**src/sv/vmi_pkg.sv**
```systemverilog
// ----------------------------------------------------------------------------
// vmi_pkg: shared constants for the vector magnitude block
// Default component width and the depth of the queue between the front
// and back parts.
// ----------------------------------------------------------------------------
`default_nettype none

package vmi_pkg;

    // Width of one signed vector component.
    localparam int COMPONENT_WIDTH = 16;

    // Number of entries in the queue that parts the front from the back.
    localparam int QUEUE_DEPTH = 2;

endpackage

`default_nettype wire

```
**src/sv/vmi_front.sv**
```systemverilog
// ----------------------------------------------------------------------------
// vmi_front: absolute values, squares and sum of squares
// Two stallable stages: the first takes the absolute values of the two
// components, the second squares them. The sum is formed on the way out.
// ----------------------------------------------------------------------------
`default_nettype none

module vmi_front #(
    parameter int COMPONENT_WIDTH = vmi_pkg::COMPONENT_WIDTH
) (
    input  wire logic                           i_clk,
    input  wire logic                           i_rst_n,
    input  wire logic                           i_valid,
    output logic                                o_ready,
    input  wire logic [COMPONENT_WIDTH-1:0]     i_leg_a,
    input  wire logic [COMPONENT_WIDTH-1:0]     i_leg_b,
    output logic                                o_valid,
    input  wire logic                           i_ready,
    output logic [2*COMPONENT_WIDTH-1:0]        o_sum
);

    localparam int W  = COMPONENT_WIDTH;
    localparam int SW = 2 * COMPONENT_WIDTH - 1;

    logic           r_abs_vld;
    logic [W-1:0]   r_abs_a;
    logic [W-1:0]   r_abs_b;
    logic           r_sq_vld;
    logic [SW-1:0]  r_sq_a;
    logic [SW-1:0]  r_sq_b;

    logic           w_en_abs;
    logic           w_en_sq;
    logic [W-1:0]   n_abs_a;
    logic [W-1:0]   n_abs_b;
    logic [2*W-1:0] w_prod_a;
    logic [2*W-1:0] w_prod_b;

    // The most negative value maps to 2^(W-1), which still fits in W bits.
    assign n_abs_a = i_leg_a[W-1] ? (~i_leg_a + 1'b1) : i_leg_a;
    assign n_abs_b = i_leg_b[W-1] ? (~i_leg_b + 1'b1) : i_leg_b;

    assign w_prod_a = r_abs_a * r_abs_a;
    assign w_prod_b = r_abs_b * r_abs_b;

    assign w_en_sq  = !r_sq_vld || i_ready;
    assign w_en_abs = !r_abs_vld || w_en_sq;
    assign o_ready  = w_en_abs;

    always_ff @(posedge i_clk) begin
        if (!i_rst_n) begin
            r_abs_vld <= 1'b0;
            r_sq_vld  <= 1'b0;
        end else begin
            if (w_en_abs) begin
                r_abs_vld <= i_valid;
            end
            if (w_en_sq) begin
                r_sq_vld <= r_abs_vld;
            end
        end
    end

    always_ff @(posedge i_clk) begin
        if (w_en_abs) begin
            r_abs_a <= n_abs_a;
            r_abs_b <= n_abs_b;
        end
        if (w_en_sq) begin
            r_sq_a <= w_prod_a[SW-1:0];
            r_sq_b <= w_prod_b[SW-1:0];
        end
    end

    assign o_valid = r_sq_vld;
    assign o_sum   = {1'b0, r_sq_a} + {1'b0, r_sq_b};

endmodule

`default_nettype wire

```
**src/sv/vmi_queue.sv**
```systemverilog
// ----------------------------------------------------------------------------
// vmi_queue: short register queue between front and back
// Lets the front keep taking requests while the back stalls, and the other
// way round.
// ----------------------------------------------------------------------------
`default_nettype none

module vmi_queue #(
    parameter int DATA_WIDTH = 2 * vmi_pkg::COMPONENT_WIDTH,
    parameter int DEPTH      = vmi_pkg::QUEUE_DEPTH
) (
    input  wire logic                   i_clk,
    input  wire logic                   i_rst_n,
    input  wire logic                   i_valid,
    output logic                        o_ready,
    input  wire logic [DATA_WIDTH-1:0]  i_data,
    output logic                        o_valid,
    input  wire logic                   i_ready,
    output logic [DATA_WIDTH-1:0]       o_data
);

    localparam int PW = (DEPTH > 1) ? $clog2(DEPTH) : 1;
    localparam int CW = $clog2(DEPTH + 1);

    logic [DATA_WIDTH-1:0] r_mem [0:DEPTH-1];
    logic [PW-1:0]         r_wr;
    logic [PW-1:0]         r_rd;
    logic [CW-1:0]         r_cnt;

    logic                  w_push;
    logic                  w_pop;
    logic [PW-1:0]         n_wr;
    logic [PW-1:0]         n_rd;

    assign o_ready = (r_cnt != CW'(DEPTH));
    assign o_valid = (r_cnt != '0);
    assign o_data  = r_mem[r_rd];

    assign w_push = i_valid && o_ready;
    assign w_pop  = o_valid && i_ready;

    assign n_wr = (r_wr == PW'(DEPTH - 1)) ? '0 : r_wr + 1'b1;
    assign n_rd = (r_rd == PW'(DEPTH - 1)) ? '0 : r_rd + 1'b1;

    always_ff @(posedge i_clk) begin
        if (!i_rst_n) begin
            r_wr  <= '0;
            r_rd  <= '0;
            r_cnt <= '0;
        end else begin
            if (w_push) begin
                r_wr <= n_wr;
            end
            if (w_pop) begin
                r_rd <= n_rd;
            end
            case ({w_push, w_pop})
                2'b10:   r_cnt <= r_cnt + 1'b1;
                2'b01:   r_cnt <= r_cnt - 1'b1;
                default: r_cnt <= r_cnt;
            endcase
        end
    end

    always_ff @(posedge i_clk) begin
        if (w_push) begin
            r_mem[r_wr] <= i_data;
        end
    end

endmodule

`default_nettype wire

```
**src/sv/vmi_back.sv**
```systemverilog
// ----------------------------------------------------------------------------
// vmi_back: pipelined restoring square root
// One stage per result bit; each stage brings down two radicand bits,
// compares against the trial divisor and decides one root bit.
// ----------------------------------------------------------------------------
`default_nettype none

module vmi_back #(
    parameter int COMPONENT_WIDTH = vmi_pkg::COMPONENT_WIDTH
) (
    input  wire logic                           i_clk,
    input  wire logic                           i_rst_n,
    input  wire logic                           i_valid,
    output logic                                o_ready,
    input  wire logic [2*COMPONENT_WIDTH-1:0]   i_sum,
    output logic                                o_valid,
    input  wire logic                           i_ready,
    output logic [COMPONENT_WIDTH-1:0]          o_magnitude
);

    localparam int W  = COMPONENT_WIDTH;
    localparam int DW = 2 * COMPONENT_WIDTH;
    localparam int RW = COMPONENT_WIDTH + 2;

    logic          r_vld  [0:W-1];
    logic [DW-1:0] r_rad  [0:W-1];
    logic [RW-1:0] r_rem  [0:W-1];
    logic [W-1:0]  r_root [0:W-1];

    // Index k is the input of stage k; index W is past the last stage.
    logic          w_vld  [0:W-1];
    logic [DW-1:0] w_rad  [0:W-1];
    logic [RW-1:0] w_rem  [0:W-1];
    logic [W-1:0]  w_root [0:W-1];
    logic          w_en   [0:W];

    assign w_vld[0]  = i_valid;
    assign w_rad[0]  = i_sum;
    assign w_rem[0]  = '0;
    assign w_root[0] = '0;
    assign w_en[W]   = i_ready;
    assign o_ready   = w_en[0];

    for (genvar k = 0; k < W; k++) begin : g_stage
        logic [RW+1:0] w_trial;
        logic [RW+1:0] w_cand;
        logic [RW+1:0] w_diff;
        logic          w_take;

        if (k > 0) begin : g_link
            assign w_vld[k]  = r_vld[k-1];
            assign w_rad[k]  = r_rad[k-1];
            assign w_rem[k]  = r_rem[k-1];
            assign w_root[k] = r_root[k-1];
        end

        assign w_en[k]  = !r_vld[k] || w_en[k+1];
        assign w_trial  = {w_rem[k], w_rad[k][DW-1 -: 2]};
        assign w_cand   = {2'b00, w_root[k], 2'b01};
        assign w_diff   = w_trial - w_cand;
        assign w_take   = (w_trial >= w_cand);

        always_ff @(posedge i_clk) begin
            if (!i_rst_n) begin
                r_vld[k] <= 1'b0;
            end else if (w_en[k]) begin
                r_vld[k] <= w_vld[k];
            end
        end

        always_ff @(posedge i_clk) begin
            if (w_en[k]) begin
                r_rad[k]  <= {w_rad[k][DW-3:0], 2'b00};
                r_rem[k]  <= w_take ? w_diff[RW-1:0] : w_trial[RW-1:0];
                r_root[k] <= {w_root[k][W-2:0], w_take};
            end
        end
    end

    assign o_valid     = r_vld[W-1];
    assign o_magnitude = r_root[W-1];

endmodule

`default_nettype wire

```
**src/sv/vector_magnitude_isqrt.sv**
```systemverilog
// ----------------------------------------------------------------------------
// vector_magnitude_isqrt: floor of the length of a two-component vector
// Requests pass two front stages, the queue and one square root stage per
// result bit on their way to the result. The block takes one request per
// cycle while the output is not stalled.
// Reset is synchronous and active low; it empties the pipeline and queue.
// ----------------------------------------------------------------------------
`default_nettype none

// The front part takes a request, forms the absolute value of each
// component and squares them in a stallable two-stage pipeline. The sum of
// the squares, which needs 2*COMPONENT_WIDTH bits, enters a short queue.
// The back part drains the queue into a restoring square-root pipeline of
// COMPONENT_WIDTH stages, each of which decides one root bit with a single
// add and compare. The last stage is the output register: a finished
// result may wait there while earlier stages and the queue keep filling.
// Because the queue's ready comes from its registered fill count, a stall
// at the output does not reach the input in the same cycle.

module vector_magnitude_isqrt #(
    parameter int COMPONENT_WIDTH = vmi_pkg::COMPONENT_WIDTH,
    parameter int QUEUE_DEPTH     = vmi_pkg::QUEUE_DEPTH
) (
    input  wire logic                       i_clk,
    input  wire logic                       i_rst_n,
    input  wire logic                       i_valid,
    output logic                            o_ready,
    input  wire logic [COMPONENT_WIDTH-1:0] i_leg_a,
    input  wire logic [COMPONENT_WIDTH-1:0] i_leg_b,
    output logic                            o_valid,
    input  wire logic                       i_ready,
    output logic [COMPONENT_WIDTH-1:0]      o_magnitude
);

    localparam int DW = 2 * COMPONENT_WIDTH;

    // Front to queue.
    logic          w_fq_valid;
    logic          w_fq_ready;
    logic [DW-1:0] w_fq_sum;

    // Queue to back.
    logic          w_qb_valid;
    logic          w_qb_ready;
    logic [DW-1:0] w_qb_sum;

    vmi_front #(
        .COMPONENT_WIDTH (COMPONENT_WIDTH)
    ) u_front (
        .i_clk   (i_clk),
        .i_rst_n (i_rst_n),
        .i_valid (i_valid),
        .o_ready (o_ready),
        .i_leg_a (i_leg_a),
        .i_leg_b (i_leg_b),
        .o_valid (w_fq_valid),
        .i_ready (w_fq_ready),
        .o_sum   (w_fq_sum)
    );

    // The queue holds sums of squares between the two parts.
    vmi_queue #(
        .DATA_WIDTH (DW),
        .DEPTH      (QUEUE_DEPTH)
    ) u_queue (
        .i_clk   (i_clk),
        .i_rst_n (i_rst_n),
        .i_valid (w_fq_valid),
        .o_ready (w_fq_ready),
        .i_data  (w_fq_sum),
        .o_valid (w_qb_valid),
        .i_ready (w_qb_ready),
        .o_data  (w_qb_sum)
    );

    vmi_back #(
        .COMPONENT_WIDTH (COMPONENT_WIDTH)
    ) u_back (
        .i_clk       (i_clk),
        .i_rst_n     (i_rst_n),
        .i_valid     (w_qb_valid),
        .o_ready     (w_qb_ready),
        .i_sum       (w_qb_sum),
        .o_valid     (o_valid),
        .i_ready     (i_ready),
        .o_magnitude (o_magnitude)
    );

endmodule

`default_nettype wire

```
**config.mk**
```make
export PLATFORM = sky130hd
export DESIGN_NAME = vector_magnitude_isqrt
export DESIGN_NICKNAME = d
export VERILOG_FILES = /design/src/sv/vmi_pkg.sv /design/src/sv/vmi_front.sv /design/src/sv/vmi_queue.sv /design/src/sv/vmi_back.sv /design/src/sv/vector_magnitude_isqrt.sv
export SDC_FILE = /design/constraint.sdc
export NUM_CORES = 2
export LEC_CHECK = 0
export ABC_AREA = 0
export BUFFER_PORTS_ARGS = -buffer_cell sky130_fd_sc_hd__buf_2
export CAP_MARGIN = 30
export CORE_ASPECT_RATIO = 0.9
export CORE_UTILIZATION = 65
export CTS_BUF_LIST = sky130_fd_sc_hd__clkbuf_4
export CTS_CLUSTER_SIZE = 10
export DETAILED_ROUTE_END_ITERATION = 7
export PLACE_DENSITY = 0.83
export SKIP_LAST_GASP = 1
export SYNTH_ARGS = -nofsm -noshare
export SYNTH_HDL_FRONTEND = slang
export SYNTH_HIERARCHICAL = 1
export SYNTH_SLANG_ARGS = --single-unit
```
**constraint.sdc**
```tcl
create_clock -name i_clk -period 9 [get_ports i_clk]
set_input_delay 1.8 -clock i_clk [delete_from_list [all_inputs] [get_ports i_clk]]
set_output_delay 1.8 -clock i_clk [all_outputs]
set_load 0.1 [all_outputs]
```
=== Word-level counts from Yosys, hierarchy flattened ===
Memories as Yosys holds them, arrays and structs flattened. A register that Yosys moved wholly into a read port is not among the register bits.
Cells that the tools add are included.

* Flip-flop bits (word level): 100
* Memories kept: 5
* Output and inout port bits: 18
* RAM bits: 1104

* $add $sub $neg: 23
* Multiply operators: 2
* Bitwise gates (word level): 18
* Reduce and logical (&&, ||, !) cells: 40
* Order comparisons: 16
* Muxes and demuxes: 106
* Equality and inequality tests: 3

{| class="wikitable"
|+ Memories
! name !! words !! width !! read ports !! clocked after Yosys merged registers in !! write ports !! line !! RTL
|-
| u_back.r_rad || 16 || 30 || 15 || 0 || 16 || vmi_back.sv:26 || <nowiki>logic [DW-1:0] r_rad [0:W-1];</nowiki>
|-
| u_back.r_rem || 16 || 18 || 15 || 0 || 16 || vmi_back.sv:27 || <nowiki>logic [RW-1:0] r_rem [0:W-1];</nowiki>
|-
| u_back.r_root || 16 || 16 || 16 || 0 || 16 || vmi_back.sv:28 || <nowiki>logic [W-1:0] r_root [0:W-1];</nowiki>
|-
| u_queue.r_mem || 2 || 32 || 1 || 1 || 1 || vmi_queue.sv:25 || <nowiki>logic [DATA_WIDTH-1:0] r_mem [0:DEPTH-1];</nowiki>
|-
| u_back.r_vld || 16 || 1 || 16 || 0 || 16 || vmi_back.sv:25 || <nowiki>logic r_vld [0:W-1];</nowiki>
|}

{| class="wikitable"
|+ Operators by type and width
! kind !! count
|-
| >= comparator 20 x 18 -> 1 bit || 15
|-
| 2-to-1 mux 18 bit || 16
|-
| subtractor 18 bit || 15
|-
| 2-to-1 mux 1 bit || 87
|-
| multiplier 16 x 16 -> 31 bit || 2
|-
| adder 16 x 1 -> 16 bit, second input constant || 2
|-
| adder 31 x 31 -> 32 bit || 1
|-
| NOT 16 bit || 2
|-
| 2-to-1 mux 15 bit || 2
|-
| zero test 1 bit || 18
|-
| logical OR 1 bit || 18
|-
| bitwise OR 1 bit || 16
|-
| case mux 2 bit (2 select lines) || 1
|-
| nonzero test 2 bit || 2
|-
| subtractor 2 x 1 -> 3 bit, second input constant || 1
|-
| adder 1 bit, second input constant || 2
|-
| adder 2 x 1 -> 2 bit, second input constant || 1
|-
| == test 2 x 1 -> 1 bit, second input constant || 1
|-
| == test 2 bit, second input constant || 1
|-
| >= comparator 2 x 1 -> 1 bit, second input constant || 1
|-
| logical AND 1 bit || 2
|-
| != test 2 bit, second input constant || 1
|-
| subtractor 2 x 1 -> 2 bit, second input constant || 1
|}

=== Depth between registers and ports, before layout ===
An unclocked memory read counts as a cell.

* Depth after elaboration: 22
* Mapped depth: 23

=== Hierarchy ===
Netlist, hierarchy kept.

{| class="wikitable"
|+ Modules (own cells, without submodules)
! module !! instances !! area an instance (um^2) !! seq. area each (um^2) !! cells each
|-
| vmi_back || 1 || 29349.4 || 19268.5 || 2204
|-
| vmi_front || 1 || 19536.2 || 2802.7 || 2070
|-
| vmi_queue || 1 || 2536.2 || 2021.9 || 124
|}

=== Worst setup path after synthesis ===
Ideal clock, no wire load.

* Kind: in2reg
* Start point: input i_ready
* End point: register u_queue.r_cnt[1]
* Setup slack: 2.532 ns
* Cell stages on the path: 13
* Required time: 8.930 ns
* Setup time: 0.070 ns
* Arrival time: 6.398 ns
* Buffers on the path: 1
* Path through: nor2b_1 and2_1 inv_1 nor2_1 and3_1 inv_1 nor2_1 clkbuf_1 nand3_1 o21a_1 ha_1 or3_1 a21boi_1

{| class="wikitable"
|+ RTL lines
! item !! line !! RTL
|-
| start: declaration || vector_magnitude_isqrt.sv:31 || <nowiki>input wire logic i_ready,</nowiki>
|-
| end signal: assignment || vmi_queue.sv:58 || <nowiki>2'b10: r_cnt <= r_cnt + 1'b1;</nowiki>
|-
| end signal: assignment || vmi_queue.sv:59 || <nowiki>2'b01: r_cnt <= r_cnt - 1'b1;</nowiki>
|-
| end signal: assignment || vmi_queue.sv:60 || <nowiki>default: r_cnt <= r_cnt;</nowiki>
|-
| end: declaration || vmi_queue.sv:28 || <nowiki>logic [CW-1:0] r_cnt;</nowiki>
|}

=== Worst setup path after layout ===
* Start point: register u_front.r_abs_a[4]
* End point: register u_front.r_sq_a[26], data pin

* Word-level cells in the longest chain between the ends: 1

{| class="wikitable"
|+ RTL lines
! item !! line !! RTL
|-
| start: declaration || vmi_front.sv:26 || <nowiki>logic [W-1:0] r_abs_a;</nowiki>
|-
| start signal: assignment || vmi_front.sv:66 || <nowiki>r_abs_a <= n_abs_a;</nowiki>
|-
| multiplier 16 x 16 -> 31 bit || vmi_front.sv:43 || <nowiki>assign w_prod_a = r_abs_a * r_abs_a;</nowiki>
|-
| net u_front.w_prod_a[26] || vmi_front.sv:36 || <nowiki>logic [2*W-1:0] w_prod_a;</nowiki>
|-
| end signal: assignment || vmi_front.sv:70 || <nowiki>r_sq_a <= w_prod_a[SW-1:0];</nowiki>
|-
| end: declaration || vmi_front.sv:29 || <nowiki>logic [SW-1:0] r_sq_a;</nowiki>
|}

The timed path passes the listed nets, and every way through them passes these cells.
A chain may end at the register's enable or synchronous reset.

==> impl_metrics.ini <==
[clocking]
hold_buffers = 0
cts.path.max_buffers = 3
cts_sinks = 805
cts-resized-gates = 0
cts_setup_buffers = 0
clock_latency_ns = 1.03
clk_pin_slew_ns = 0.07
h-tree-depth = 4
cts_buffers = 193
cts_tree = built
root_buffer = clkbuf_4

[yosys]
synth.avg_cell_area_um2 = 11.69
synthesis.instances = 4398
synth_edf_count = 797
yosysTopAreaCellShare_pct = 46.54
synthDistinctLibCells = 83
synth_compound_area_share_pct = 8.370
synthMuxAreaShare_pct = 1.582
synth-xor-area-share_pct = 5.399
netlist_area_um2 = 51420
yosysTopAreaCell = edfxtp_1
yosys.area_share.simple_pct = 9.996
synth_top_family_by_area = adder cells
synth_top_cells_by_area = edfxtp_1 (47%), fa_1 (13%), ha_1 (9.3%), inv_1 (5.0%), xnor2_1 (3.2%)
synth_ff_type = edfxtp_1
ys_warn_count = 6
synth_nets = 5145
synth_fa_ha_area_share_pct = 22.07
ys_seq_area_share_pct = 46.85
synthArstFlopShare_pct = 0
ys_ff_latch = 805

[floorplan]
dieArea_um2 = 80240
die_h_um = 268.8
ios = 54
rows = 97
initial_utilization_pct = 65.89
chipWidth_um = 298.5
core_area_um2 = 78040

[place]
dp_hpwl_mm = 74.01
dpl.cell_count = 5423
place_area_um2 = 52880
place_ws_ns = 2.304
gp_congestion = 0.8978
io_buffers = 53

[routing]
finalWirelength_mm = 99.62
wl_met2_mm = 52.39
wirelength_met1_mm = 39.00
wl_met3_mm = 5.293
dr.pass1.iters = 6
ant_nets = 0
drc_errors = 0
wire_per_inst_um = 17.29
routed.top_layer = met5
drt_iter0_drc = 2193
avgViaCountPerCell = 5.704
vias = 32870

[worst_setup_path]
reg2reg_to = u_front/r_sq_a[26]
reg2reg_slack_ns = 2.15
reg2reg_depth = 18
cp.arrival_ns = 7.57
end_kind = flop
startpoint = u_front/r_abs_a[4]
crit_type = reg2reg
cp_max_fo = 18
r2r_start = u_front/r_abs_a[4]
start_kind = flop
crit_required_ns = 9.72

[finish]
fin_cells = 5763
nNetsFinal = 5328
syn2layout_area_growth_pct = 7.560
finalInstanceArea_um2 = 55310
fillCellCount = 5248
drive_gt1_share_pct = 10.11

[worst_hold_path]
holdPathStages = 0
hold_end = u_back/r_rad[0][98]
hold_path.class = reg2reg
min_from = u_back/r_rad[0][68]

[timing]
rsz0062_at_grt = false
fmax_mhz = 146.0
tns_ns = 0
timing.final.crit_share_pct = 76.08
timing.slew.headroom_pct = 33.41
min_period_ns = 6.847
skew_ns = 0.06024
worst_pin_slew_ns = 0.9954
setup_slack_ns = 2.153
hold_viol_final = 0
drv_slew = 0
finalSetupViolCount = 0

[global_routing]
grt_max_degree = 61
track_usage_pct = 25.35
grt_pass1_vias = 34110
antenna_found_initial = 3
grt_pass1_wl_mm = 163.3
overflow = 0

[run]
maxCapViolCount = 0

[outcome]
outcome = finished clean
[placed cells by master, fill, tap and decap left out, types with 31 or more instances in the layout]
master and count:
fa_1 327, and3_1 33, nor2b_1 44, xnor2_1 187, nand2b_1 40, and2_1 111
a21o_1 73, nand4_1 31, mux2_2 64, o21ai_0 147, nor2_1 207, xor2_1 130
o21a_1 44, clkinv_1 45, clkbuf_4 256, nor3_1 65, nand3_1 48, buf_2 53
edfxtp_1 797, ha_1 384, inv_1 690, nand2_1 311, a21oi_1 226
[how the worst max path moves through the flow]
stage | end | slack [ns]
2_1_floorplan | u_queue/r_cnt[1] | 2.53
3_3_place_gp | u_front/r_sq_a[29] | 2.42
3_5_place_dp | u_front/r_sq_a[26] | 2.30
4_1_cts | u_front/r_sq_a[26] | 2.18
5_1_grt | u_front/r_sq_a[26] | 1.83
6_report | u_front/r_sq_a[26] | 2.15
[routing by layer]
| layer | vias to the layer above | GRT usage [%] |
|---|---|---|
| met5 | - | 0 |
| met4 | 2 | 10.63 |
| met3 | 205 | 4.262 |
| met2 | 1020 | 46.04 |
| met1 | 15990 | 29.84 |
| li1 | 15650 | - |
[flip-flops by register name (all words and copies together) (netlist names), named ones only]
signal             cells
u_back/r_rem         250
u_back/r_rad         240
u_back/r_root        136
u_queue/r_mem         64
u_front/r_sq_a        30
u_front/r_sq_b        30
u_back/r_vld          16
u_front/r_abs_a       16
u_front/r_abs_b       16
u_queue/r_cnt          2
u_front/o_valid        1
u_front/r_abs_vld      1
u_queue/r_rd           1
u_queue/r_wr           1
[per-stage QoR]
step                      hold slack [ns]  util [%]
after floorplan                    0.4003         -
after global routing               0.3736     70.87
after CTS                          0.3697     70.82
after detailed placement           0.4045     67.76
final                              0.3603     70.87
after global placement             0.4013     67.69
[cells in the mapped netlist, types with 44 or more instances]
master    number
and2_1       111
nor2_1       207
a21oi_1      226
o21a_1        44
edfxtp_1     797
nand2_1      316
nor3_1        65
clkbuf_1      81
ha_1         384
o21ai_0      148
nor2b_1       44
inv_1        691
mux2_2        64
fa_1         327
xnor2_1      187
xor2_1       130
a21o_1        73
nand3_1       50
[critical path, cell delays in order, from the launching register on]
cell	delay, ns
edfxtp_1	0.70
and2_1	0.35
fa_1	0.54
inv_1	0.05
fa_1	0.54
inv_1	0.05
fa_1	0.52
fa_1	0.45
fa_1	0.55
inv_1	0.06
fa_1	0.53
inv_1	0.05
ha_1	0.37
and3_1	0.26
a221o_1	0.39
a211o_1	0.29
a41o_1	0.25
a2111oi_0	0.51
a311oi_1	0.10
[cells by family (layout without fill, tap and decap cells)]
kind of cell / Yosys count / after routing
DFF: 805 / 805
adders and majority gates: 711 / 711
buffers and inverters: 780 / 1101
muxes: 73 / 73
other: 1 / 6
and+or+nand+nor: 1034 / 1034
AOI/OAI and AO/OA: 677 / 677
xor gates and xnor gates: 317 / 317
[cell type report]
type                            instances  area, um2  share of cell area (%)
Tap cell                             1039       1300                   2.350
Clock inverter                         77      466.7                  0.8438
Clock buffer                          256       1922                   3.475
Inverter                              691       2594                   4.690
Multi-Input combinational cell       2813      24430                   44.16
Timing Repair Buffer                   77      495.5                  0.8958
Antenna cell                            5      12.51                 0.02262
Sequential cell                       805      24090                   43.56
Power is left out: the tool's default activity adds up to more than one toggle a clock period on the data nets, which glitch-free logic cannot reach.
